$ cat src/design/distance_aftertouch_averager_defines.svh
// ---------------------------------------------------------------------------
// Distance aftertouch averager assertion macros
// Shared concurrent assertion forms used by the block's modules.
// ---------------------------------------------------------------------------
`ifndef DISTANCE_AFTERTOUCH_AVERAGER_DEFINES_SVH
`define DISTANCE_AFTERTOUCH_AVERAGER_DEFINES_SVH

// Same-cycle implication, disabled during reset.
`define DAA_ASSERT_IMP(label, cond, conseq, msg) \
  label: assert property (@(posedge clk) disable iff (rst) (cond) |-> (conseq)) \
    else $error(msg);

// Next-cycle implication, disabled during reset.
`define DAA_ASSERT_NXT(label, cond, conseq, msg) \
  label: assert property (@(posedge clk) disable iff (rst) (cond) |=> (conseq)) \
    else $error(msg);

`endif

$ cat src/design/daa_pkg.sv
// ---------------------------------------------------------------------------
// Distance aftertouch averager package
// Constants, codes and control structures shared by the block's modules.
// ---------------------------------------------------------------------------
package daa_pkg;

  localparam int DEPTH_DEF = 5;

  localparam int DIST_W = 12;
  localparam int GAIN_W = 16;
  localparam int DIV_W  = 16;
  localparam int LVL_W  = 17;

  localparam logic [LVL_W-1:0] FULL_SCALE = 17'h10000;

  localparam logic [DIST_W-1:0] MAX_DISTANCE_RST = 12'd400;
  localparam logic [GAIN_W-1:0] ZERO_BOUND_RST   = 16'd4588;
  localparam logic [GAIN_W-1:0] FULL_BOUND_RST   = 16'd60948;

  localparam int IDX_W = 2;
  localparam logic [IDX_W-1:0] REG_MAX_DISTANCE = 2'd0;
  localparam logic [IDX_W-1:0] REG_ZERO_BOUND   = 2'd1;
  localparam logic [IDX_W-1:0] REG_FULL_BOUND   = 2'd2;

  localparam logic [1:0] OP_GAIN  = 2'd0;
  localparam logic [1:0] OP_SCALE = 2'd2;

  localparam logic [1:0] SRC_ZERO = 2'd0;
  localparam logic [1:0] SRC_FULL = 2'd1;
  localparam logic [1:0] SRC_QUOT = 2'd2;

  typedef struct packed {
    logic       capture;
    logic       div_start;
    logic [1:0] div_op;
    logic       write_gain;
    logic       gain_zero;
    logic       mean_load;
    logic       out_load;
    logic [1:0] out_src;
  } cmd_t;

  typedef struct packed {
    logic dist_zero;
    logic dist_over;
    logic div_busy;
    logic div_done;
    logic mean_low;
    logic mean_high;
  } sts_t;

endpackage

$ cat src/design/distance_aftertouch_averager.sv
// ---------------------------------------------------------------------------
// Distance aftertouch averager
// Turns ultrasonic distance samples into a smoothed, rescaled aftertouch
// level using a moving average over DEPTH gains.
// ---------------------------------------------------------------------------
// Usage: the input channel carries one distance per item (in_valid,
// in_stall); the output channel returns one item per input with the level
// and a flag saying whether the sample entered the ring (out_valid,
// out_stall). Configuration is written through cfg_write, cfg_index and
// cfg_data while the block is idle.
// Each item uses one serial divider at most twice, for the gain and for the
// rescale; the mean comes from a single reciprocal multiplication. A zero or
// out-of-range distance whose mean clamps skips both divisions. The next
// item is accepted in the cycle after the result is registered.
// While the receiver stalls, the result holds in the output register and
// the next item may be accepted and processed up to its output step.
// Reset clears the gain ring, the running sum and the write slot, empties
// the output register and restores the configuration defaults.
// ---------------------------------------------------------------------------
module distance_aftertouch_averager #(
  parameter int DEPTH = daa_pkg::DEPTH_DEF
) (
  input  logic                       clk,
  input  logic                       rst,
  input  logic                       cfg_write,
  input  logic [daa_pkg::IDX_W-1:0]  cfg_index,
  input  logic [daa_pkg::GAIN_W-1:0] cfg_data,
  input  logic                       in_valid,
  output logic                       in_stall,
  input  logic [daa_pkg::DIST_W-1:0] distance,
  output logic                       out_valid,
  input  logic                       out_stall,
  output logic [daa_pkg::LVL_W-1:0]  aftertouch,
  output logic                       sample_taken
);
  import daa_pkg::*;

  cmd_t cmd;
  sts_t sts;

  daa_ctrl u_ctrl (
    .clk       (clk),
    .rst       (rst),
    .in_valid  (in_valid),
    .in_stall  (in_stall),
    .out_valid (out_valid),
    .out_stall (out_stall),
    .sts       (sts),
    .cmd       (cmd)
  );

  daa_path #(
    .DEPTH (DEPTH)
  ) u_path (
    .clk          (clk),
    .rst          (rst),
    .cfg_write    (cfg_write),
    .cfg_index    (cfg_index),
    .cfg_data     (cfg_data),
    .distance     (distance),
    .cmd          (cmd),
    .sts          (sts),
    .aftertouch   (aftertouch),
    .sample_taken (sample_taken)
  );

endmodule

$ cat src/design/daa_div.sv
// ---------------------------------------------------------------------------
// Serial divider
// Restoring divider producing one quotient bit per cycle, for quotients
// known to fit in sixteen bits.
// ---------------------------------------------------------------------------
module daa_div (
  input  logic                      clk,
  input  logic                      rst,
  input  logic                      start,
  input  logic [daa_pkg::DIV_W-1:0] num_hi,
  input  logic [daa_pkg::DIV_W-1:0] num_lo,
  input  logic [daa_pkg::DIV_W-1:0] den,
  output logic                      busy,
  output logic                      done,
  output logic [daa_pkg::DIV_W-1:0] quotient
);
  import daa_pkg::*;

  localparam int CNT_W = $clog2(DIV_W + 1);

  logic [CNT_W-1:0] count;
  logic [DIV_W-1:0] rem;
  logic [DIV_W-1:0] rem_next;
  logic [DIV_W-1:0] lo;
  logic [DIV_W-1:0] den_r;
  logic [DIV_W:0]   trial;
  logic             q_bit;

  always_comb begin
    trial    = {rem, lo[DIV_W-1]};
    q_bit    = trial >= {1'b0, den_r};
    rem_next = q_bit ? DIV_W'(trial - {1'b0, den_r}) : trial[DIV_W-1:0];
  end

  always_ff @(posedge clk) begin
    if (rst) begin
      busy  <= 1'b0;
      done  <= 1'b0;
      count <= '0;
    end else begin
      done <= 1'b0;
      if (start) begin
        busy  <= 1'b1;
        count <= CNT_W'(DIV_W);
      end else if (busy) begin
        count <= count - CNT_W'(1);
        if (count == CNT_W'(1)) begin
          busy <= 1'b0;
          done <= 1'b1;
        end
      end
    end
  end

  always_ff @(posedge clk) begin
    if (start) begin
      rem      <= num_hi;
      lo       <= num_lo;
      den_r    <= den;
      quotient <= '0;
    end else if (busy) begin
      rem      <= rem_next;
      lo       <= {lo[DIV_W-2:0], 1'b0};
      quotient <= {quotient[DIV_W-2:0], q_bit};
    end
  end

endmodule

$ cat src/design/daa_path.sv
// ---------------------------------------------------------------------------
// Averager datapath
// Configuration registers, gain ring with running sum, shared divider and
// the output register.
// ---------------------------------------------------------------------------
`include "distance_aftertouch_averager_defines.svh"

module daa_path #(
  parameter int DEPTH = daa_pkg::DEPTH_DEF
) (
  input  logic                       clk,
  input  logic                       rst,
  input  logic                       cfg_write,
  input  logic [daa_pkg::IDX_W-1:0]  cfg_index,
  input  logic [daa_pkg::GAIN_W-1:0] cfg_data,
  input  logic [daa_pkg::DIST_W-1:0] distance,
  input  daa_pkg::cmd_t              cmd,
  output daa_pkg::sts_t              sts,
  output logic [daa_pkg::LVL_W-1:0]  aftertouch,
  output logic                       sample_taken
);
  import daa_pkg::*;

  localparam int SLOT_W = (DEPTH > 1) ? $clog2(DEPTH) : 1;
  localparam int SUM_W  = GAIN_W + $clog2(DEPTH);

  // The mean is the sum times a rounded-up reciprocal of DEPTH; the shift
  // is wide enough for the product to truncate exactly over the sum's range.
  localparam int RECIP_SH = SUM_W + $clog2(DEPTH);
  localparam int RECIP_W  = RECIP_SH + 1;
  localparam int PROD_W   = SUM_W + RECIP_W;
  localparam logic [RECIP_W-1:0] RECIP =
    RECIP_W'(((64'd1 << RECIP_SH) + 64'(DEPTH) - 64'd1) / 64'(DEPTH));

  logic [DIST_W-1:0] max_distance;
  logic [GAIN_W-1:0] zero_bound;
  logic [GAIN_W-1:0] full_bound;
  logic [DIST_W-1:0] dist_held;
  logic [GAIN_W-1:0] ring [DEPTH];
  logic [SLOT_W-1:0] slot;
  logic [SUM_W-1:0]  sum;
  logic [GAIN_W-1:0] mean;
  logic [PROD_W-1:0] mean_prod;
  logic [GAIN_W-1:0] gain_new;
  logic [DIV_W-1:0]  num_hi;
  logic [DIV_W-1:0]  num_lo;
  logic [DIV_W-1:0]  den;
  logic [DIV_W-1:0]  quotient;
  logic              div_busy;
  logic              div_done;

  always_ff @(posedge clk) begin
    if (rst) begin
      max_distance <= MAX_DISTANCE_RST;
      zero_bound   <= ZERO_BOUND_RST;
      full_bound   <= FULL_BOUND_RST;
    end else if (cfg_write) begin
      case (cfg_index)
        REG_MAX_DISTANCE: max_distance <= cfg_data[DIST_W-1:0];
        REG_ZERO_BOUND:   zero_bound   <= cfg_data;
        REG_FULL_BOUND:   full_bound   <= cfg_data;
        default: ;
      endcase
    end
  end

  assign gain_new  = cmd.gain_zero ? '0 : quotient;
  assign mean_prod = PROD_W'(sum) * PROD_W'(RECIP);

  always_ff @(posedge clk) begin
    if (rst) begin
      for (int i = 0; i < DEPTH; i++) begin
        ring[i] <= '0;
      end
      slot <= '0;
      sum  <= '0;
    end else if (cmd.write_gain) begin
      ring[slot] <= gain_new;
      sum        <= sum - SUM_W'(ring[slot]) + SUM_W'(gain_new);
      slot       <= (slot == SLOT_W'(DEPTH - 1)) ? '0 : slot + SLOT_W'(1);
    end
  end

  always_comb begin
    case (cmd.div_op)
      OP_GAIN: begin
        num_hi = DIV_W'(max_distance - dist_held);
        num_lo = '0;
        den    = DIV_W'(max_distance);
      end
      OP_SCALE: begin
        num_hi = mean - zero_bound;
        num_lo = '0;
        den    = full_bound - zero_bound;
      end
      default: begin
        num_hi = '0;
        num_lo = '0;
        den    = DIV_W'(1);
      end
    endcase
  end

  daa_div u_div (
    .clk      (clk),
    .rst      (rst),
    .start    (cmd.div_start),
    .num_hi   (num_hi),
    .num_lo   (num_lo),
    .den      (den),
    .busy     (div_busy),
    .done     (div_done),
    .quotient (quotient)
  );

  always_ff @(posedge clk) begin
    if (cmd.capture) begin
      dist_held <= distance;
    end
    if (cmd.mean_load) begin
      mean <= GAIN_W'(mean_prod >> RECIP_SH);
    end
    if (cmd.out_load) begin
      sample_taken <= (dist_held != '0);
      case (cmd.out_src)
        SRC_ZERO: aftertouch <= '0;
        SRC_FULL: aftertouch <= FULL_SCALE;
        SRC_QUOT: aftertouch <= LVL_W'(quotient);
        default:  aftertouch <= '0;
      endcase
    end
  end

  always_comb begin
    sts.dist_zero = (dist_held == '0);
    sts.dist_over = (dist_held > max_distance);
    sts.div_busy  = div_busy;
    sts.div_done  = div_done;
    sts.mean_low  = (mean <= zero_bound);
    sts.mean_high = (mean >= full_bound);
  end

  `DAA_ASSERT_NXT(a_level_range, cmd.out_load, aftertouch <= FULL_SCALE,
    "Aftertouch level loaded above full scale.")
  `DAA_ASSERT_IMP(a_slot_range, 1'b1, slot <= SLOT_W'(DEPTH - 1),
    "Write slot outside the ring.")
  `DAA_ASSERT_IMP(a_scale_span, cmd.div_start && cmd.div_op == OP_SCALE,
    mean > zero_bound && mean < full_bound,
    "Rescale started with the mean outside the bounds.")

endmodule

$ cat src/design/daa_ctrl.sv
// ---------------------------------------------------------------------------
// Averager controller
// Sequences capture, gain division, ring update, mean, rescale and output.
// ---------------------------------------------------------------------------
`include "distance_aftertouch_averager_defines.svh"

module daa_ctrl (
  input  logic          clk,
  input  logic          rst,
  input  logic          in_valid,
  output logic          in_stall,
  output logic          out_valid,
  input  logic          out_stall,
  input  daa_pkg::sts_t sts,
  output daa_pkg::cmd_t cmd
);
  import daa_pkg::*;

  localparam logic [2:0] S_IDLE  = 3'd0;
  localparam logic [2:0] S_CHECK = 3'd1;
  localparam logic [2:0] S_GAIN  = 3'd2;
  localparam logic [2:0] S_MEAN  = 3'd3;
  localparam logic [2:0] S_BOUND = 3'd4;
  localparam logic [2:0] S_SCALE = 3'd5;
  localparam logic [2:0] S_OUT   = 3'd6;

  logic [2:0] state;
  logic [2:0] state_next;
  logic [1:0] src;
  logic [1:0] src_next;
  logic       out_free;

  assign in_stall = (state != S_IDLE);
  assign out_free = !out_valid || !out_stall;

  always_comb begin
    state_next     = state;
    src_next       = src;
    cmd            = '0;
    cmd.div_op     = OP_GAIN;
    cmd.out_src    = src;
    case (state)
      S_IDLE: begin
        if (in_valid) begin
          cmd.capture = 1'b1;
          state_next  = S_CHECK;
        end
      end
      S_CHECK: begin
        if (sts.dist_zero) begin
          state_next = S_MEAN;
        end else if (sts.dist_over) begin
          cmd.write_gain = 1'b1;
          cmd.gain_zero  = 1'b1;
          state_next     = S_MEAN;
        end else begin
          cmd.div_start = 1'b1;
          cmd.div_op    = OP_GAIN;
          state_next    = S_GAIN;
        end
      end
      S_GAIN: begin
        if (sts.div_done) begin
          cmd.write_gain = 1'b1;
          state_next     = S_MEAN;
        end
      end
      S_MEAN: begin
        cmd.mean_load = 1'b1;
        state_next    = S_BOUND;
      end
      S_BOUND: begin
        if (sts.mean_low) begin
          src_next   = SRC_ZERO;
          state_next = S_OUT;
        end else if (sts.mean_high) begin
          src_next   = SRC_FULL;
          state_next = S_OUT;
        end else begin
          cmd.div_start = 1'b1;
          cmd.div_op    = OP_SCALE;
          src_next      = SRC_QUOT;
          state_next    = S_SCALE;
        end
      end
      S_SCALE: begin
        if (sts.div_done) begin
          state_next = S_OUT;
        end
      end
      S_OUT: begin
        if (out_free) begin
          cmd.out_load = 1'b1;
          state_next   = S_IDLE;
        end
      end
      default: begin
        state_next = S_IDLE;
      end
    endcase
  end

  always_ff @(posedge clk) begin
    if (rst) begin
      state     <= S_IDLE;
      src       <= SRC_ZERO;
      out_valid <= 1'b0;
    end else begin
      state <= state_next;
      src   <= src_next;
      if (cmd.out_load) begin
        out_valid <= 1'b1;
      end else if (!out_stall) begin
        out_valid <= 1'b0;
      end
    end
  end

  `DAA_ASSERT_IMP(a_start_idle, cmd.div_start, !sts.div_busy,
    "Divider started while still busy.")
  `DAA_ASSERT_IMP(a_load_free, cmd.out_load, out_free,
    "Output register overwritten while its item is stalled.")
  `DAA_ASSERT_IMP(a_done_state, sts.div_done,
    state == S_GAIN || state == S_SCALE,
    "Divider finished outside a division state.")

endmodule

$ cat config.mk
export PLATFORM = sky130hd
export DESIGN_NAME = distance_aftertouch_averager
export DESIGN_NICKNAME = d
export VERILOG_FILES = /design/src/design/daa_pkg.sv /design/src/design/distance_aftertouch_averager.sv /design/src/design/daa_div.sv /design/src/design/daa_path.sv /design/src/design/daa_ctrl.sv
export VERILOG_INCLUDE_DIRS = /design/src /design/src/design
export SDC_FILE = /design/constraint.sdc
export NUM_CORES = 1
export LEC_CHECK = 0
export ABC_AREA = 1
export BUFFER_PORTS_ARGS = -buffer_cell sky130_fd_sc_hd__buf_2
export CORE_MARGIN = 10
export CORE_UTILIZATION = 50
export DETAILED_ROUTE_END_ITERATION = 8
export PLACE_DENSITY_LB_ADDON = 0.08
export SYNTH_ARGS = -nofsm -noshare
export SYNTH_HDL_FRONTEND = slang
export SYNTH_SLANG_ARGS = --single-unit
$ cat constraint.sdc
create_clock -name clk -period 10.2 [get_ports clk]
set_input_delay 0.51 -clock clk [delete_from_list [all_inputs] [get_ports clk]]
set_output_delay 0.51 -clock clk [all_outputs]
set_load 0.02 [all_outputs]
After elaboration in Yosys (flattened, before gate mapping):

Memory sizes are Yosys's and may differ from the RTL's. A register that Yosys moved wholly into a read port is not among the register bits.
Index checks and enable logic that the tools add are counted.

* bitwise gates (word level): 1
* reduce and logical (&&, ||, !) cells: 17
* mux-type cells: 51
* $mul: 1
* add/sub/neg operators: 8
* eq/ne operators: 18
* order comparisons: 4

Operator list (count)
* 16-bit two-way mux: 5
* 16-bit case mux with 2 select lines: 2
* 16-bit subtractor: 3
* 19-bit by 20-bit multiplier with 38-bit output (second input constant): 1
* 3-bit two-way mux: 12
* 17-bit case mux with 2 select lines: 1
* 1-bit two-way mux: 21
* 3-bit case mux with 7 select lines: 1
* 19-bit by 16-bit adder with 19-bit output: 1
* 19-bit by 16-bit subtractor with 19-bit output: 1
* 17-bit by 16-bit >= comparator with 1-bit output: 1
* 16-bit >= comparator: 1
* 16-bit <= comparator: 1
* 16-bit OR reduction: 1
* 5-bit two-way mux: 3
* 12-bit by 12-bit subtractor with 13-bit output: 1
* 3-bit == test (second input constant): 4
* 12-bit > comparator: 1
* 12-bit logical NOT: 1
* 12-bit nonzero test: 1
* 2-bit two-way mux: 4
* 2-bit by 1-bit != test with 1-bit output (second input constant): 4
* 2-bit == test (second input constant): 3
* 3-bit by 2-bit == test with 1-bit output (second input constant): 2
* 19 further kinds: 24

* memories kept: 1
* word-level logic and storage cells: 120
* memory bits (writable): 80
* output and inout bits: 20
* register bits: 173
* bits of input ports: 35

Memory list
* u_path.ring: words 5, bits a word 16, rd ports 1, clocked after memory_dff 1, wr ports 5, line daa_path.sv:39 `logic [GAIN_W-1:0] ring [DEPTH];`

Logic depth before layout (Yosys ltp):

* depth after elaboration: 9
* mapped depth: 26
* depth with buffers taken out: 26

Modules after synthesis:

A second synthesis with hierarchy kept.

* cells, all modules: 2953
* area total of the unflattened synthesis: 24036.8 um^2

By module, submodules not included
* daa_path: times used 1, area each 19603.8 um^2, sequential area each 6606.3 um^2, cells each 2378
* daa_div: times used 1, area each 4020.1 um^2, sequential area each 1901.8 um^2, cells each 509
* daa_ctrl: times used 1, area each 412.9 um^2, sequential area each 120.1 um^2, cells each 66

Worst setup path after synthesis:

No wires, ideal clock.

* kind: register -> register
* start point: register u_path.sum[8]
* end point: register u_path.mean[11] (data pin)
* arrival time: 4.823 ns
* clock period less this slack: 5.075 ns
* path buffers: 0
* setup time: 0.252 ns
* cell stages (with the launch flop): 23
* setup slack: 5.125 ns
* required time: 9.948 ns
* cells stage by stage: dfxtp_1 -> inv_1 -> ha_1 -> inv_1 -> fa_1 -> inv_1 -> fa_1 -> fa_1 -> inv_1 -> fa_1 -> inv_1 -> fa_1 -> inv_1 -> ha_1 -> nand2_1 -> inv_1 -> a21o_1 -> a21oi_1 -> nor2_1 -> nor3_1 -> nand2_1 -> nand2_1 -> nand2_1

* word-level cells in the longest chain between the ends: 1

RTL lines
* from (decl): line daa_path.sv:41 `logic [SUM_W-1:0] sum;`
* from (signal assigned): line daa_path.sv:79 `sum <= sum - SUM_W'(ring[slot]) + SUM_W'(gain_new);`
* 19-bit by 20-bit multiplier with 38-bit output: line daa_path.sv:68 `assign mean_prod = PROD_W'(sum) * PROD_W'(RECIP);`
* net u_path.mean_prod[33]: line daa_path.sv:43 `logic [PROD_W-1:0] mean_prod;`
* to (signal assigned): line daa_path.sv:121 `mean <= GAIN_W'(mean_prod >> RECIP_SH);`
* to (decl): line daa_path.sv:42 `logic [GAIN_W-1:0] mean;`

The timed path passes the listed nets, and every way through them passes these cells.
A chain may end at the register's enable or synchronous reset.

Worst setup path after layout:

* start point: register u_path.sum[17]
* end point: register u_path.mean[8] (data pin)

Same word-level chain as after synthesis.

==> metrics <==
hold slack=128 ps; Top Usage Layer GRT=met2; Via density=5.31; Slew @ Worst Pin=1110 ps; met2 Use GR=0.352; r2r endpoint=u_path.mean[8]; initial antenna violation count=0; FILL cells=4,308; CP Launch Type=flip-flop; DRC=0; Clock Sinks=between 300 and 400; gr ovfl total=0; number of synthesized flops with an enable pin=around 210; Worst Hold End=u_path.dist_held[3]; Cells after Synth=2,730; final setup TNS=0 ps; final wirelength=60,400 um; run status=finished, final reports clean; max frequency=0.179 GHz; Core ar.=0.0453 mm^2; initial DRC count=1,223; HP Start=distance[3]; Area growth syn-to-layout=9.00%; CTS Buf Count=37; most frequent cells in the layout=inv_1 (489), nand2_1 (443), nor2_1 (368); Die Y=about 230 um; Die Span X=roughly 230 um; Max Cap Viol=0; Yosys cell types=49; largest net degree at the start of global routing=74; critical-path cell list=inv_1, ha_1, inv_1, ha_1, a21oi_1, inv_1, fa_1, fa_1, fa_1, inv_1, fa_1, inv_1, ha_1, nand2_1, nor2_1, inv_1, nor4_1, o31ai_1, nand2_1, xor2_1; Nets=3,159; master of the slowest instance on the critical path=fa_1; GPL Wtd Cong=roughly 0.96; commonest non-fill, non-tap cell in the layout=inv_1; Most used DFF post-synth=edfxtp_1; Initial Util=0.505; routed via count=between 15,000 and 20,000; Antenna Violating Nets Remaining=0; die area=roughly 0.055 mm^2; clk buf depth=3; final hold viol count=0; Root Driver=clkbuf_16; clock skew=around 21 ps; worst hold stages=1; Area contributors post-synth=edfxtp_1 (27%), ha_1 (13%), fa_1 (10%); RSZ-0062 raised after global routing=false; HP Class=in -> reg; Worst R2R Setup Slack=4620 ps; DP Wirelength=47,900 um; PostCTS Resize Cnt=0; IO buf count=54; max incr delay on CP=approximately 590 ps; clock-pin slew on the worst setup and hold paths=70 ps; crit path DAT=5880 ps; CTS tree=yes; clk_lat worst skew=560 ps; post-layout min period=around 5600 ps; Crit Reg-Reg Startpoint=u_path.sum[17]; IO Pins=55; relative slew slack=0.258; Max Slew Vio Count=0; number of H-tree levels=2; Setup Viol. Count Final=0; Crit Path Category=reg -> reg; Synth top area share=0.271; number of global-route vias before repair=17,525; mapped cell area=0.0228 mm^2; Syn. warnings=0; Final period util=0.547; CP Max Fanout=5; Post-CTS Setup Bufs=0; ys async rst share=0; cell mode on critical path=inv_1; router iterations before antenna repair=8; cts hold-fix bufs=0; site row count=78; number of synthesized register bits=304; register area=around 0.0081 mm^2; first-pass GRT wire length=96,200 um; average wire per standard cell=17.7 um; Mean Syn Cell Area=around 8.4 um^2; leading area contributor after synthesis=edfxtp_1; CP Capture Type=flip-flop; ANT cells=0; M1 GR Usage=0.318; ratio of cells with drive above 1 in the final layout=0.0546; Seq/Total Area, Yosys=0.357; Total GRT Usage=0.224; Syn Nets=between 3,000 and 4,000; Req. time, crit path=between 10,000 and 15,000 ps; met3 Resource Use GR=0.0343; FF-to-FF path depth=20; multi-input logic area=0.0125 mm^2
worst max path at each step:
stage / startpoint / to / slack (ps) / cells after the start
finish: u_path.sum[17] / u_path.mean[8] / 4620 / 20
global route: u_path.sum[17] / u_path.mean[13] / 4180 / 22
CTS: u_path.sum[17] / u_path.mean[8] / 4580 / 20
detailed placement: u_path.sum[17] / u_path.mean[8] / 4630 / 20
global placement: u_path.sum[17] / u_path.mean[8] / 4690 / 20
floorplan: u_path.sum[8] / u_path.mean[11] / 5130 / 22
registers in the layout (all words and copies together) (netlist names), named ones only:
name                   cells
u_path.u_div.rem          16
u_path.full_bound         16
u_path.slot                3
u_path.sample_taken        1
u_path.sum                19
u_path.zero_bound         16
u_path.u_div.count         5
u_path.u_div.done          1
u_path.mean               16
u_ctrl.src                 2
u_ctrl.state               3
u_path.u_div.busy          1
u_path.u_div.den_r        16
u_path.u_div.quotient     16
u_path.dist_held          12
u_path.max_distance       12
u_path.ring              128
u_ctrl.out_valid           1
u_path.aftertouch         17
metal layers:
layer | up-vias | share of wire
li1 | 8968 | -
met1 | 8586 | 0.47
met2 | 438 | 0.45
met3 | 77 | 0.062
met4 | 0 | 0.019
met5 | - | 0
Yosys cell counts (4+ instances only):
master,instances
nand2_2,4
xnor2_1,35
nor3_1,26
buf_2,11
dfxtp_1,98
nand4_1,15
fa_1,118
o21ai_1,6
a21oi_1,156
nand2_4,4
o21ai_0,189
nor4_1,4
o22ai_1,16
a21o_1,18
inv_1,490
a31oi_1,21
o21a_1,9
ha_1,232
a211oi_1,17
nand3_1,89
edfxtp_1,206
buf_1,4
o211ai_1,17
inv_2,5
buf_6,6
nor2_1,368
a21boi_0,4
nand3b_1,7
nand3_4,4
clkbuf_1,41
nand2_1,443
o21bai_1,11
xor2_1,31
area by class of cell:
type,instances,share of cell area
multi-input combinational,1865,0.504
clock inverter,18,0.00769
clock buffer,50,0.0408
timing repair buffer,68,0.0151
inverter,498,0.0754
tap,600,0.0301
sequential,304,0.327
metrics by stage:
stage | std cells | util | instance area, um^2 | setup slack [ps]
2_1_floorplan | 2730 | - | 22800 | 5130
3_3_place_gp | 3335 | 0.523 | 23700 | 4690
3_5_place_dp | 3335 | 0.523 | 23700 | 4630
4_1_cts | 3403 | 0.550 | 24900 | 4580
5_1_grt | 3403 | 0.550 | 24900 | 4180
6_report | 3403 | 0.550 | 24900 | 4620
kinds of logic (layout without fill, tap and decap cells):
kind of cell / Yosys count / count (layout) / synth area share
simple gates: 974 / 974 / 0.176
flops: 304 / 304 / 0.357
compound gates: 475 / 475 / 0.117
fa+ha+maj: 350 / 350 / 0.230
xor+xnor: 66 / 66 / 0.0253
buf+inv: 561 / 634 / 0.0953
worst max-delay path: cells and delay by family, from the launching register on:
kind | cells | cell delay [ps]
buffers and inverters | 6 | 450
xor gates and xnor gates | 1 | 60
AOI/OAI and AO/OA | 2 | 480
and+or+nand+nor | 4 | 730
adders and majority gates | 7 | 3210
DFF | 1 | 400
Power is left out: the tool's default activity adds up to more than one toggle a clock period on the data nets, which glitch-free logic cannot reach.
